--- src/rtl/pfe_pkg.sv ---
// ----------------------------------------------------------------------------
// pfe_pkg: shared definitions for the postfix expression evaluator
// Word format, stack sizing, token and status codes, the request bundle for
// the arithmetic unit and the sign/magnitude saturation helpers.
// ----------------------------------------------------------------------------
package pfe_pkg;

  // word format: signed fixed point, 48 bits
  localparam int VAL_W         = 48;
  localparam int FRACTION_BITS = 16;

  // operand stack sizing
  localparam int STACK_DEPTH = 16;
  localparam int PTR_W       = $clog2(STACK_DEPTH);
  localparam int CNT_W       = $clog2(STACK_DEPTH + 1);

  localparam int OP_W   = 3;
  localparam int STAT_W = 3;

  // token codes
  localparam logic [OP_W-1:0] OP_PUSH = 3'd0;
  localparam logic [OP_W-1:0] OP_ADD  = 3'd1;
  localparam logic [OP_W-1:0] OP_SUB  = 3'd2;
  localparam logic [OP_W-1:0] OP_MUL  = 3'd3;
  localparam logic [OP_W-1:0] OP_DIV  = 3'd4;
  localparam logic [OP_W-1:0] OP_END  = 3'd5;

  // status codes
  localparam logic [STAT_W-1:0] STAT_OK       = 3'd0;
  localparam logic [STAT_W-1:0] STAT_EMPTY    = 3'd1;
  localparam logic [STAT_W-1:0] STAT_MISSING  = 3'd2;
  localparam logic [STAT_W-1:0] STAT_DIVZERO  = 3'd3;
  localparam logic [STAT_W-1:0] STAT_BADTOK   = 3'd4;
  localparam logic [STAT_W-1:0] STAT_LEFTOVER = 3'd5;
  localparam logic [STAT_W-1:0] STAT_OVERFLOW = 3'd6;

  // saturation limits
  localparam logic [VAL_W-1:0] MAX_VAL = {1'b0, {(VAL_W-1){1'b1}}};
  localparam logic [VAL_W-1:0] MIN_VAL = {1'b1, {(VAL_W-1){1'b0}}};

  // request from the sequencer to the arithmetic unit
  typedef struct packed {
    logic            start;
    logic [OP_W-1:0] op;
  } alu_req_t;

  // absolute value of a two's complement word (most negative fits unsigned)
  function automatic logic [VAL_W-1:0] magnitude(input logic [VAL_W-1:0] x);
    return x[VAL_W-1] ? (~x + 1'b1) : x;
  endfunction

  // rebuild a signed word from sign and magnitude, clamping to the range
  function automatic logic [VAL_W-1:0] sat_mag(input logic neg, input logic big,
                                               input logic [VAL_W-1:0] mag);
    logic [VAL_W-1:0] r;
    if (!neg) begin
      r = (big || mag[VAL_W-1]) ? MAX_VAL : mag;
    end else begin
      r = (big || (mag[VAL_W-1] && (|mag[VAL_W-2:0]))) ? MIN_VAL : (~mag + 1'b1);
    end
    return r;
  endfunction

endpackage

--- src/rtl/pfe_alu.sv ---
// ----------------------------------------------------------------------------
// pfe_alu: shared arithmetic unit
// Saturating add/subtract in one step, multiply as four 24x24 partial
// products accumulated over cycles, divide as a restoring bit-serial loop.
// ----------------------------------------------------------------------------
module pfe_alu import pfe_pkg::*; (
  input  logic             clk,
  input  logic             rst,
  input  alu_req_t         req,
  input  logic [VAL_W-1:0] opa,
  input  logic [VAL_W-1:0] opb,
  output logic             done,
  output logic [VAL_W-1:0] result
);

  localparam int HALF_W = VAL_W / 2;
  localparam int PROD_W = 2 * VAL_W;
  localparam int DVD_W  = VAL_W + FRACTION_BITS;
  localparam int ITER_W = $clog2(DVD_W + 1);

  localparam logic [2:0] A_IDLE = 3'd0;
  localparam logic [2:0] A_ADD  = 3'd1;
  localparam logic [2:0] A_MUL  = 3'd2;
  localparam logic [2:0] A_MFIN = 3'd3;
  localparam logic [2:0] A_DIV  = 3'd4;
  localparam logic [2:0] A_DFIN = 3'd5;

  logic [2:0]        state;
  logic              op_sub;
  logic              neg;
  logic [VAL_W-1:0]  opa_r;
  logic [VAL_W-1:0]  opb_r;
  logic [VAL_W-1:0]  mag_a;
  logic [VAL_W-1:0]  mag_b;
  logic [2:0]        cnt;
  logic [VAL_W-1:0]  prod;
  logic [1:0]        psh;
  logic [PROD_W-1:0] acc;
  logic [DVD_W-1:0]  dvd;
  logic [VAL_W-1:0]  rem;
  logic [VAL_W-1:0]  quo;
  logic              big;
  logic [ITER_W-1:0] iter;

  logic [VAL_W:0]    sum;
  logic [VAL_W-1:0]  sum_sat;
  logic [HALF_W-1:0] pa;
  logic [HALF_W-1:0] pb;
  logic [VAL_W-1:0]  prod_c;
  logic [PROD_W-1:0] prod_shifted;
  logic [PROD_W-1:0] mul_full;
  logic [VAL_W:0]    rem_sh;
  logic [VAL_W:0]    rem_diff;
  logic              fits;

  // add/subtract on 49 bits, then clamp
  always_comb begin
    if (op_sub) begin
      sum = {opa_r[VAL_W-1], opa_r} - {opb_r[VAL_W-1], opb_r};
    end else begin
      sum = {opa_r[VAL_W-1], opa_r} + {opb_r[VAL_W-1], opb_r};
    end
    if (sum[VAL_W] != sum[VAL_W-1]) begin
      sum_sat = sum[VAL_W] ? MIN_VAL : MAX_VAL;
    end else begin
      sum_sat = sum[VAL_W-1:0];
    end
  end

  // partial product select and alignment
  assign pa     = cnt[1] ? mag_a[VAL_W-1:HALF_W] : mag_a[HALF_W-1:0];
  assign pb     = cnt[0] ? mag_b[VAL_W-1:HALF_W] : mag_b[HALF_W-1:0];
  assign prod_c = pa * pb;

  always_comb begin
    case (psh)
      2'd0:    prod_shifted = PROD_W'(prod);
      2'd1:    prod_shifted = PROD_W'(prod) << HALF_W;
      default: prod_shifted = PROD_W'(prod) << VAL_W;
    endcase
  end

  assign mul_full = acc >> FRACTION_BITS;

  // one restoring division step
  assign rem_sh   = {rem, dvd[DVD_W-1]};
  assign fits     = rem_sh >= {1'b0, mag_b};
  assign rem_diff = rem_sh - {1'b0, mag_b};

  // sequencer
  always_ff @(posedge clk) begin
    if (rst) begin
      state <= A_IDLE;
      done  <= 1'b0;
    end else begin
      done <= 1'b0;
      case (state)
        A_IDLE: begin
          if (req.start) begin
            opa_r  <= opa;
            opb_r  <= opb;
            mag_a  <= magnitude(opa);
            mag_b  <= magnitude(opb);
            neg    <= opa[VAL_W-1] ^ opb[VAL_W-1];
            op_sub <= (req.op == OP_SUB);
            cnt    <= 3'd0;
            acc    <= '0;
            dvd    <= DVD_W'(magnitude(opa)) << FRACTION_BITS;
            rem    <= '0;
            quo    <= '0;
            big    <= 1'b0;
            iter   <= '0;
            if (req.op == OP_MUL) begin
              state <= A_MUL;
            end else if (req.op == OP_DIV) begin
              state <= A_DIV;
            end else begin
              state <= A_ADD;
            end
          end
        end
        A_ADD: begin
          result <= sum_sat;
          done   <= 1'b1;
          state  <= A_IDLE;
        end
        A_MUL: begin
          // product of step n is accumulated in step n+1
          if (cnt != 3'd4) begin
            prod <= prod_c;
            psh  <= {1'b0, cnt[1]} + {1'b0, cnt[0]};
          end
          if (cnt != 3'd0) begin
            acc <= acc + prod_shifted;
          end
          cnt <= cnt + 3'd1;
          if (cnt == 3'd4) begin
            state <= A_MFIN;
          end
        end
        A_MFIN: begin
          result <= sat_mag(neg, |mul_full[PROD_W-1:VAL_W], mul_full[VAL_W-1:0]);
          done   <= 1'b1;
          state  <= A_IDLE;
        end
        A_DIV: begin
          rem  <= fits ? rem_diff[VAL_W-1:0] : rem_sh[VAL_W-1:0];
          quo  <= {quo[VAL_W-2:0], fits};
          big  <= big | quo[VAL_W-1];
          dvd  <= dvd << 1;
          iter <= iter + 1'b1;
          if (iter == ITER_W'(DVD_W - 1)) begin
            state <= A_DFIN;
          end
        end
        A_DFIN: begin
          result <= sat_mag(neg, big, quo);
          done   <= 1'b1;
          state  <= A_IDLE;
        end
        default: begin
          state <= A_IDLE;
        end
      endcase
    end
  end

endmodule

--- src/rtl/postfix_expression_evaluator_top.sv ---
// ----------------------------------------------------------------------------
// postfix_expression_evaluator_top: token-at-a-time postfix evaluator
// Operand stack, token sequencer and output register around a shared
// arithmetic unit.
// ----------------------------------------------------------------------------
// Tokens (operation, operand_value) arrive on a valid/ready input channel;
// results (status, result_value) leave on a valid/ready output channel, at
// most one per token. Only an end token or an error produces a result.
// Sequencer states that each token passes through after its transfer:
//   push, dropped token, end without result: none, stays in S_IDLE
//   token with an error result: S_EMIT; successful end: S_END, S_EMIT;
//   divide by zero: S_EXEC, S_EMIT; add/subtract, multiply (four 24x24
//   partial products on the shared unit), divide: S_EXEC, S_ALU, with
//   one quotient bit per cycle in the shared unit for Q32.16 words
// A result is staged in the sequencer, then loaded into the output
// register from S_EMIT once that register is free.
// Reset empties the stack, clears the error and token flags and drops any
// pending result; stack contents are not cleared and need no clearing pass.
// A stalled receiver holds the result in the output register; tokens are
// still taken until another result needs the register, then the block
// waits with in_ready low until the pending result transfers.
// ----------------------------------------------------------------------------
module postfix_expression_evaluator_top import pfe_pkg::*; (
  input  logic                    clk,
  input  logic                    rst,
  input  logic                    in_valid,
  output logic                    in_ready,
  input  logic [OP_W-1:0]         operation,
  input  logic signed [VAL_W-1:0] operand_value,
  output logic                    out_valid,
  input  logic                    out_ready,
  output logic [STAT_W-1:0]       status,
  output logic signed [VAL_W-1:0] result_value
);

  localparam logic [2:0] S_IDLE = 3'd0;
  localparam logic [2:0] S_EXEC = 3'd1;
  localparam logic [2:0] S_ALU  = 3'd2;
  localparam logic [2:0] S_END  = 3'd3;
  localparam logic [2:0] S_EMIT = 3'd4;

  logic [2:0]        state;
  logic [CNT_W-1:0]  count;
  logic              dropping;
  logic              token_seen;
  logic [OP_W-1:0]   op_r;
  logic [STAT_W-1:0] res_status;
  logic [VAL_W-1:0]  res_value;

  logic [VAL_W-1:0]  stack_mem [STACK_DEPTH];
  logic [VAL_W-1:0]  rd_a;
  logic [VAL_W-1:0]  rd_b;

  logic              accept;
  logic [CNT_W-1:0]  cnt_m1;
  logic [CNT_W-1:0]  cnt_m2;
  logic [PTR_W-1:0]  addr_a;
  logic [PTR_W-1:0]  addr_b;
  logic              push_ok;
  logic              mem_we;
  logic [PTR_W-1:0]  mem_waddr;
  logic [VAL_W-1:0]  mem_wdata;
  logic              emit_load;

  alu_req_t          alu_req;
  logic              alu_done;
  logic [VAL_W-1:0]  alu_result;

  assign in_ready = (state == S_IDLE);
  assign accept   = in_valid && in_ready;

  // top-of-stack addresses
  assign cnt_m1 = count - CNT_W'(1);
  assign cnt_m2 = count - CNT_W'(2);
  assign addr_b = cnt_m1[PTR_W-1:0];
  assign addr_a = cnt_m2[PTR_W-1:0];

  // stack write: push on transfer, operator result on unit completion
  assign push_ok   = accept && (operation == OP_PUSH) && !dropping
                     && (count < CNT_W'(STACK_DEPTH));
  assign mem_we    = push_ok || ((state == S_ALU) && alu_done);
  assign mem_waddr = (state == S_ALU) ? addr_a : count[PTR_W-1:0];
  assign mem_wdata = (state == S_ALU) ? alu_result : operand_value;

  // operand stack memory, registered reads of the two top entries
  always_ff @(posedge clk) begin
    if (mem_we) begin
      stack_mem[mem_waddr] <= mem_wdata;
    end
    rd_a <= stack_mem[addr_a];
    rd_b <= stack_mem[addr_b];
  end

  // arithmetic unit request
  assign alu_req.start = (state == S_EXEC) && !((op_r == OP_DIV) && (rd_b == '0));
  assign alu_req.op    = op_r;

  pfe_alu u_alu (
    .clk    (clk),
    .rst    (rst),
    .req    (alu_req),
    .opa    (rd_a),
    .opb    (rd_b),
    .done   (alu_done),
    .result (alu_result)
  );

  // token sequencer
  always_ff @(posedge clk) begin
    if (rst) begin
      state      <= S_IDLE;
      count      <= '0;
      dropping   <= 1'b0;
      token_seen <= 1'b0;
    end else begin
      case (state)
        S_IDLE: begin
          if (accept) begin
            if (operation == OP_END) begin
              count      <= '0;
              dropping   <= 1'b0;
              token_seen <= 1'b0;
              if (dropping) begin
                state <= S_IDLE;
              end else if (!token_seen) begin
                res_status <= STAT_EMPTY;
                res_value  <= '0;
                state      <= S_EMIT;
              end else if (count != CNT_W'(1)) begin
                res_status <= STAT_LEFTOVER;
                res_value  <= '0;
                state      <= S_EMIT;
              end else begin
                state <= S_END;
              end
            end else if (!dropping) begin
              token_seen <= 1'b1;
              case (operation)
                OP_PUSH: begin
                  if (count >= CNT_W'(STACK_DEPTH)) begin
                    dropping   <= 1'b1;
                    res_status <= STAT_OVERFLOW;
                    res_value  <= '0;
                    state      <= S_EMIT;
                  end else begin
                    count <= count + CNT_W'(1);
                  end
                end
                OP_ADD, OP_SUB, OP_MUL, OP_DIV: begin
                  if (count < CNT_W'(2)) begin
                    dropping   <= 1'b1;
                    res_status <= STAT_MISSING;
                    res_value  <= '0;
                    state      <= S_EMIT;
                  end else begin
                    op_r  <= operation;
                    state <= S_EXEC;
                  end
                end
                default: begin
                  dropping   <= 1'b1;
                  res_status <= STAT_BADTOK;
                  res_value  <= '0;
                  state      <= S_EMIT;
                end
              endcase
            end
          end
        end
        S_EXEC: begin
          // operands were read at the token transfer
          if ((op_r == OP_DIV) && (rd_b == '0)) begin
            dropping   <= 1'b1;
            res_status <= STAT_DIVZERO;
            res_value  <= '0;
            state      <= S_EMIT;
          end else begin
            state <= S_ALU;
          end
        end
        S_ALU: begin
          if (alu_done) begin
            count <= cnt_m1;
            state <= S_IDLE;
          end
        end
        S_END: begin
          res_status <= STAT_OK;
          res_value  <= rd_b;
          state      <= S_EMIT;
        end
        S_EMIT: begin
          if (emit_load) begin
            state <= S_IDLE;
          end
        end
        default: begin
          state <= S_IDLE;
        end
      endcase
    end
  end

  // output register
  assign emit_load = (state == S_EMIT) && (!out_valid || out_ready);

  always_ff @(posedge clk) begin
    if (rst) begin
      out_valid <= 1'b0;
    end else if (emit_load) begin
      out_valid <= 1'b1;
    end else if (out_ready) begin
      out_valid <= 1'b0;
    end
  end

  always_ff @(posedge clk) begin
    if (emit_load) begin
      status       <= res_status;
      result_value <= res_value;
    end
  end

endmodule
--- config.mk ---
export PLATFORM = sky130hd
export DESIGN_NAME = postfix_expression_evaluator_top
export DESIGN_NICKNAME = d
export VERILOG_FILES = /design/src/rtl/pfe_pkg.sv /design/src/rtl/pfe_alu.sv /design/src/rtl/postfix_expression_evaluator_top.sv
export SDC_FILE = /design/constraint.sdc
export NUM_CORES = 2
export LEC_CHECK = 0
export ABC_AREA = 1
export BUFFER_PORTS_ARGS = -buffer_cell sky130_fd_sc_hd__buf_2
export CAP_MARGIN = 20
export CORE_ASPECT_RATIO = 1.75
export CORE_MARGIN = 4
export CORE_UTILIZATION = 55
export DETAILED_ROUTE_END_ITERATION = 7
export PLACE_DENSITY_LB_ADDON = 0.25
export RECOVER_POWER = 25
export SETUP_SLACK_MARGIN = 0.1
export SLEW_MARGIN = 10
export SYNTH_ARGS = -nofsm -noshare
export SYNTH_HDL_FRONTEND = slang
export SYNTH_HIERARCHICAL = 1
export SYNTH_SLANG_ARGS = --single-unit
--- constraint.sdc ---
create_clock -name clk -period 14.8 [get_ports clk]
set_clock_uncertainty 0.15 [all_clocks]
set_input_delay 1.48 -clock clk [delete_from_list [all_inputs] [get_ports clk]]
set_output_delay 1.48 -clock clk [all_outputs]
set_load 0.01 [all_outputs]
== Yosys cells after proc, flatten, opt, wreduce, memory -nomap -nowiden ==
Memories as Yosys holds them, arrays and structs flattened. A register that Yosys moved wholly into a read port is not among the register bits.
Cells that the tools add are included.
W data, S select, Z words.

* $add $sub $neg: 14
* Multiply operators: 1
* $lt $le $gt $ge: 4
* Eq/ne operators: 39
* Multiplexer cells: 95
* Bitwise operators: 10
* Reduce and logical (&&, ||, !) cells: 50

{| class="wikitable"
|+ Operator list
! kind !! number
|-
| $mux W48 || 21
|-
| $pmux W96 S2 || 2
|-
| $pmux W48 S2 || 3
|-
| $pmux W48 S3 || 2
|-
| $add A48 B1 Y48 const B || 4
|-
| $mux W96 || 2
|-
| $not A48 Y48 || 4
|-
| $pmux W64 S2 || 1
|-
| $add A96 B96 Y96 || 1
|-
| $reduce_or A47 Y1 || 2
|-
| $mux W3 || 26
|-
| $mux W64 || 1
|-
| $add A48 B48 Y49 || 1
|-
| $ge A49 B48 Y1 || 1
|-
| $mux W49 || 1
|-
| $sub A48 B48 Y49 || 1
|-
| $logic_not A48 Y1 || 1
|-
| $mul A24 B24 Y48 || 1
|-
| $mux W24 || 2
|-
| $sub A48 B48 Y48 || 1
|-
| $mux W47 || 1
|-
| $reduce_or A32 Y1 || 1
|-
| $mux W5 || 6
|-
| $eq A3 B2 Y1 const B || 8
|-
| 51 further kinds || 119
|}

* Register bits: 679
* Bits in writable memories: 768
* Logic and storage cells: 243
* Memories: 1

{| class="wikitable"
|+ Memory list
! name !! depth !! width !! rd ports !! clocked after memory_dff !! write ports !! line !! text
|-
| stack_mem || 16 || 48 || 2 || 2 || 1 || postfix_expression_evaluator_top.sv:50 || <nowiki>logic [VAL_W-1:0] stack_mem [STACK_DEPTH];</nowiki>
|}

== Longest topological paths before layout ==
* Depth after elaboration: 8
* Gate-level depth with buffers: 33
* Mapped depth without buffers: 30

== Hierarchy ==
The synthesis kept the hierarchy.

{| class="wikitable"
|+ Modules (own cells, without submodules)
! module !! instances !! cells an instance !! area each (um^2)
|-
| pfe_alu || 1 || 8709 || 63229.4
|-
| postfix_expression_evaluator_top || 1 || 4290 || 44173.6
|}

== Worst setup path before layout ==
No wires, ideal clock.

* Kind: input -> register
* Start: input rst
* End: register u_alu.mag_a[10], enable pin
* Setup time: 0.747 ns
* Arrival: 9.654 ns
* Data required time: 13.903 ns
* Slack: 4.249 ns
* Cell stages on the path: 2
* Buffers on the path: 1
* Cell sequence: clkbuf_1 -> nor2_1

* Word-level cells in the longest chain between the ends: 2

{| class="wikitable"
|+ RTL lines
! element !! line !! text
|-
| start: declaration || postfix_expression_evaluator_top.sv:25 || <nowiki>input logic rst,</nowiki>
|-
| $not A1 Y1 (no source line) || -- ||
|-
| $reduce_and A3 Y1 (no source line) || -- ||
|-
| end signal: assignment || pfe_alu.sv:102 || <nowiki>mag_a <= magnitude(opa);</nowiki>
|-
| end: declaration || pfe_alu.sv:33 || <nowiki>logic [VAL_W-1:0] mag_a;</nowiki>
|}

Every way passes these cells.
A chain may end at the register's enable or synchronous reset.

== Worst setup path after layout ==
* Start: register u_alu.cnt[0]
* End: register u_alu.prod[47], data pin

* Word-level cells in the longest chain between the ends: 2

{| class="wikitable"
|+ RTL lines
! element !! line !! text
|-
| start: declaration || pfe_alu.sv:35 || <nowiki>logic [2:0] cnt;</nowiki>
|-
| start signal: assignment || pfe_alu.sv:136 || <nowiki>cnt <= cnt + 3'd1;</nowiki>
|-
| $mux W24 || pfe_alu.sv:72 || <nowiki>assign pb = cnt[0] ? mag_b[VAL_W-1:HALF_W] : mag_b[HALF_W-1:0];</nowiki>
|-
| $mul A24 B24 Y48 || pfe_alu.sv:73 || <nowiki>assign prod_c = pa * pb;</nowiki>
|-
| via u_alu.prod_c[47] || pfe_alu.sv:49 || <nowiki>logic [VAL_W-1:0] prod_c;</nowiki>
|-
| end signal: assignment || pfe_alu.sv:130 || <nowiki>prod <= prod_c;</nowiki>
|-
| end: declaration || pfe_alu.sv:36 || <nowiki>logic [VAL_W-1:0] prod;</nowiki>
|}

The timed path passes the listed nets, and every way through them passes these cells.

==> metrics.txt <==
outcome complete, but fails checks; violations in the final reports design-rule violations, max-capacitance violations, max-slew violations; LEAKAGE between 40 and 50 nW; Critical Path RT around 15 ns; crit end category flop; Layout fillers roughly 17,000; Mean Syn Cell Area 8.262 µm²; Reg2Reg Depth 26; setup TNS 0 ns; number of flip-flops and latches in the synthesized netlist approximately 1,500; global-route wire length before repair between 600 and 700 mm; initial antenna violation count 29; total via count in the routed design 97,710; number of global-route vias before repair about 96,000; HP Class flop to flop; Warnings, synthesis 6; Placeable Area about 190,000 µm²; number of instances on the worst hold path 0; crit-path max cell delay ~1.6 ns; number of iterations in the first detailed-routing pass 8; kind of start point of the critical path flop; clock period minus worst slack a little under 10 ns; actual slew at the worst max-slew pin 3.640 ns; Synth top area share 0.3953; total congestion overflow 0; Max H-tree Level 4; all-layer global routing usage 0.4382; drt first-iter violations roughly 12,000; post-synthesis instance total ~13,000; root buffer cell clkbuf_16; cell taking the most area after synthesis edfxtp_1; final net count 13,790; maximum fanout encountered on the critical timing path between 50 and 60; post-route DRC violation count 39; number of buffers between clock root and the deepest sink 4; share of cells above drive strength 1 0.04811; CTS Hold Buffers Added 0; share of the yosys chip area belonging to registers 0.4160; CTS tree built; final weighted congestion in routability-driven placement between 1 and 1.5; leading cell type in the layout, fill and taps excluded nand2_1; Wirelength per Cell between 20 and 30 µm; num ports between 100 and 150; netlist area before placement 107,400 µm²; areal power density over the cells 163.9 nW/µm²; slowest cell on the critical path clkbuf_1; Clock Pin Slew Worst Setup and Hold Paths 0.07 ns; multi-input logic area around 53,000 µm²; endpoint of the worst hold-timing path result_value[32]$_DFFE_PP_; Horiz. Die Dim about 340 µm; commonest non-fill, non-tap cells in the layout nand2_1 (2,270), inv_1 (1,939), nor2_1 (1,865), edfxtp_1 (1,414), o21ai_0 (1,061); Post-Route WL 453.9 mm; final clock period utilization by the worst path 0.6633; top post-synthesis cells by area edfxtp_1 (40%), fa_1 (9.0%), nand2_1 (7.9%), inv_1 (6.8%), nor2_1 (6.6%); number of failing hold endpoints at the final stage 0; TritonCTS buffer count approximately 150; count of input and output buffers ~110; crit path setup slack, layout around 5.0 ns; number of distinct standard cells referenced by the synthesized netlist 67; relative slew slack -1.426; maximum number of pins on one net before global-route repair 261; Post-DP HPWL between 300 and 400 mm; Final ANT Viol Nets 0; kind of critical path flop to flop; endpoint of the worst-slack reg-to-reg timing path u_alu/prod[47]$_DFFE_PP_; # setup viols final 0; Layout area overhead 7.331%; r2r setup slk 4.98 ns; Avg Vias per Cell 6.261; Hold Startpoint res_value[32]$_SDFFCE_PP0P_; Final Max Tran Viols between 500 and 600; Max Freq ~100 MHz; height of the chip 592.6 µm; starting density of the core 0.5533; number of max-capacitance violations reported 12; number of standard-cell rows in the floorplan roughly 210; Net Count, Synth between 10,000 and 15,000; VDD IR max approximately 0.31 mV; count of instances resized after the clock tree is built 0; RSZ-0062 raised after global routing false; pre-CTS setup slack around 6.3 ns; area of all sequential standard cells between 40,000 and 50,000 µm²; crit path from u_alu/cnt[0]$_SDFFCE_PN0P_; critical path arrival slightly above 10 ns; number of sinks on the clock net about 1,500; Reg-to-Reg Start u_alu/cnt[0]$_SDFFCE_PN0P_; total setup buffers inserted after CTS 0; die area about 200,000 µm²; clk_lat worst skew approximately 0.85 ns
[kinds of logic after synthesis]
family / Yosys count / share of synthesized area
compound gates: 2710 / 0.1412
buf+inv: 2510 / 0.09065
simple gates: 5113 / 0.1948
xor+xnor: 276 / 0.02265
flops: 1525 / 0.4160
mux: 2 / 0.0001864
fa+ha+maj: 863 / 0.1344
[worst max path at each step]
stage                     cells past startpoint                        end  slack (ns)
after floorplan                               2  u_alu/mag_a[10]$_DFFE_PP_        4.25
after global placement                       28   u_alu/prod[47]$_DFFE_PP_        6.37
after detailed placement                     29   u_alu/prod[25]$_DFFE_PP_        6.32
after CTS                                    27   u_alu/prod[21]$_DFFE_PP_        6.32
after global routing                         26   u_alu/prod[47]$_DFFE_PP_        4.51
final                                        26   u_alu/prod[47]$_DFFE_PP_        4.98
[metal layers]
metal / track usage / vias to the layer above / wire (µm) / share of wire
met5: 0 / - / 151 / 0.00033
met4: 0.4407 / 22 / 58400 / 0.13
met3: 0.09575 / 2230 / 43840 / 0.097
met2: 0.7364 / 6497 / 214800 / 0.47
met1: 0.4406 / 46100 / 136700 / 0.30
li1: - / 42860 / - / -
[cell usage after synthesis, drive strengths merged]
master and number:
nand2b 2, nor4 30, clkinv 11, nand2 2296, a21boi 16, buf 199, xnor2 79, ha 378
o211a 1, nand3b 11, clkbuf 339, o2111ai 5, a211oi 5, a31oi 54, o21a 19, a21oi 831
dfxtp 111, o22ai 114, and2 5, nand4 126, nor2 1908, o41ai 2, nand3 572, o31ai 15
inv 1961, or2 31, o21bai 45, xor2 197, and3 2, o211ai 205, o221ai 116, a21o 20
a22oi 1, o311ai 1, nor3b 8, edfxtp 1414, and3b 1, mux2i 2, fa 485, a221oi 4
o21ai 1256, nor3 121
[registers in the layout, indices dropped and copies added (netlist names), 5 cells and up]
register,cells
rd_a,48
u_alu/acc,96
rd_b,48
u_alu/mag_a,47
u_alu/quo,48
u_alu/mag_b,47
u_alu/prod,48
u_alu/rem,48
u_alu/opb_r,48
count,5
u_alu/dvd,48
res_value,48
stack_mem,768
u_alu/opa_r,48
u_alu/iter,7
u_alu/result,48
result_value,48
[power by group]
| part | total, mW | switching [mW] | internal, mW |
|---|---|---|---|
| clock | 4.00 | 1.75 | 2.25 |
| combinational | 9.05 | 6.25 | 2.79 |
| sequential | 5.84 | 0.459 | 5.38 |
| total | 18.9 | 8.46 | 10.4 |
[critical path, delay by kind of cell, from the launching register on]
kind                     cells  cell delay [ns]
AO/OA/AOI/OAI                2             1.04
adder cells (fa/ha/maj)      8             4.25
buffers and inverters        8             2.78
flip-flops                   1             0.32
AND/OR/NAND/NOR              8             0.98
[cell type report]
class	count	share of cell area
antenna	24	0.0005210
multi-input combinational	8964	0.4621
clock buffer	188	0.03550
timing repair buffer	261	0.01399
sequential	1525	0.3877
tap	2592	0.02813
inverter	1972	0.06444
clock inverter	80	0.007641
[stage by stage]
stage          total power, mW  cell area, µm²  std cells    util  hold slack [ns]
2_1_floorplan            11.31          107400      13000       -           0.2503
3_3_place_gp             14.68          110300      15310  0.5681           0.2526
3_5_place_dp             14.78          110300      15310  0.5682           0.2545
4_1_cts                  18.76          115300      15580  0.5938           0.2667
5_1_grt                  19.82          115200      15590  0.5937           0.2740
6_report                 18.89          115300      15610  0.5938           0.2671
Power figures use the tool's default switching activity.
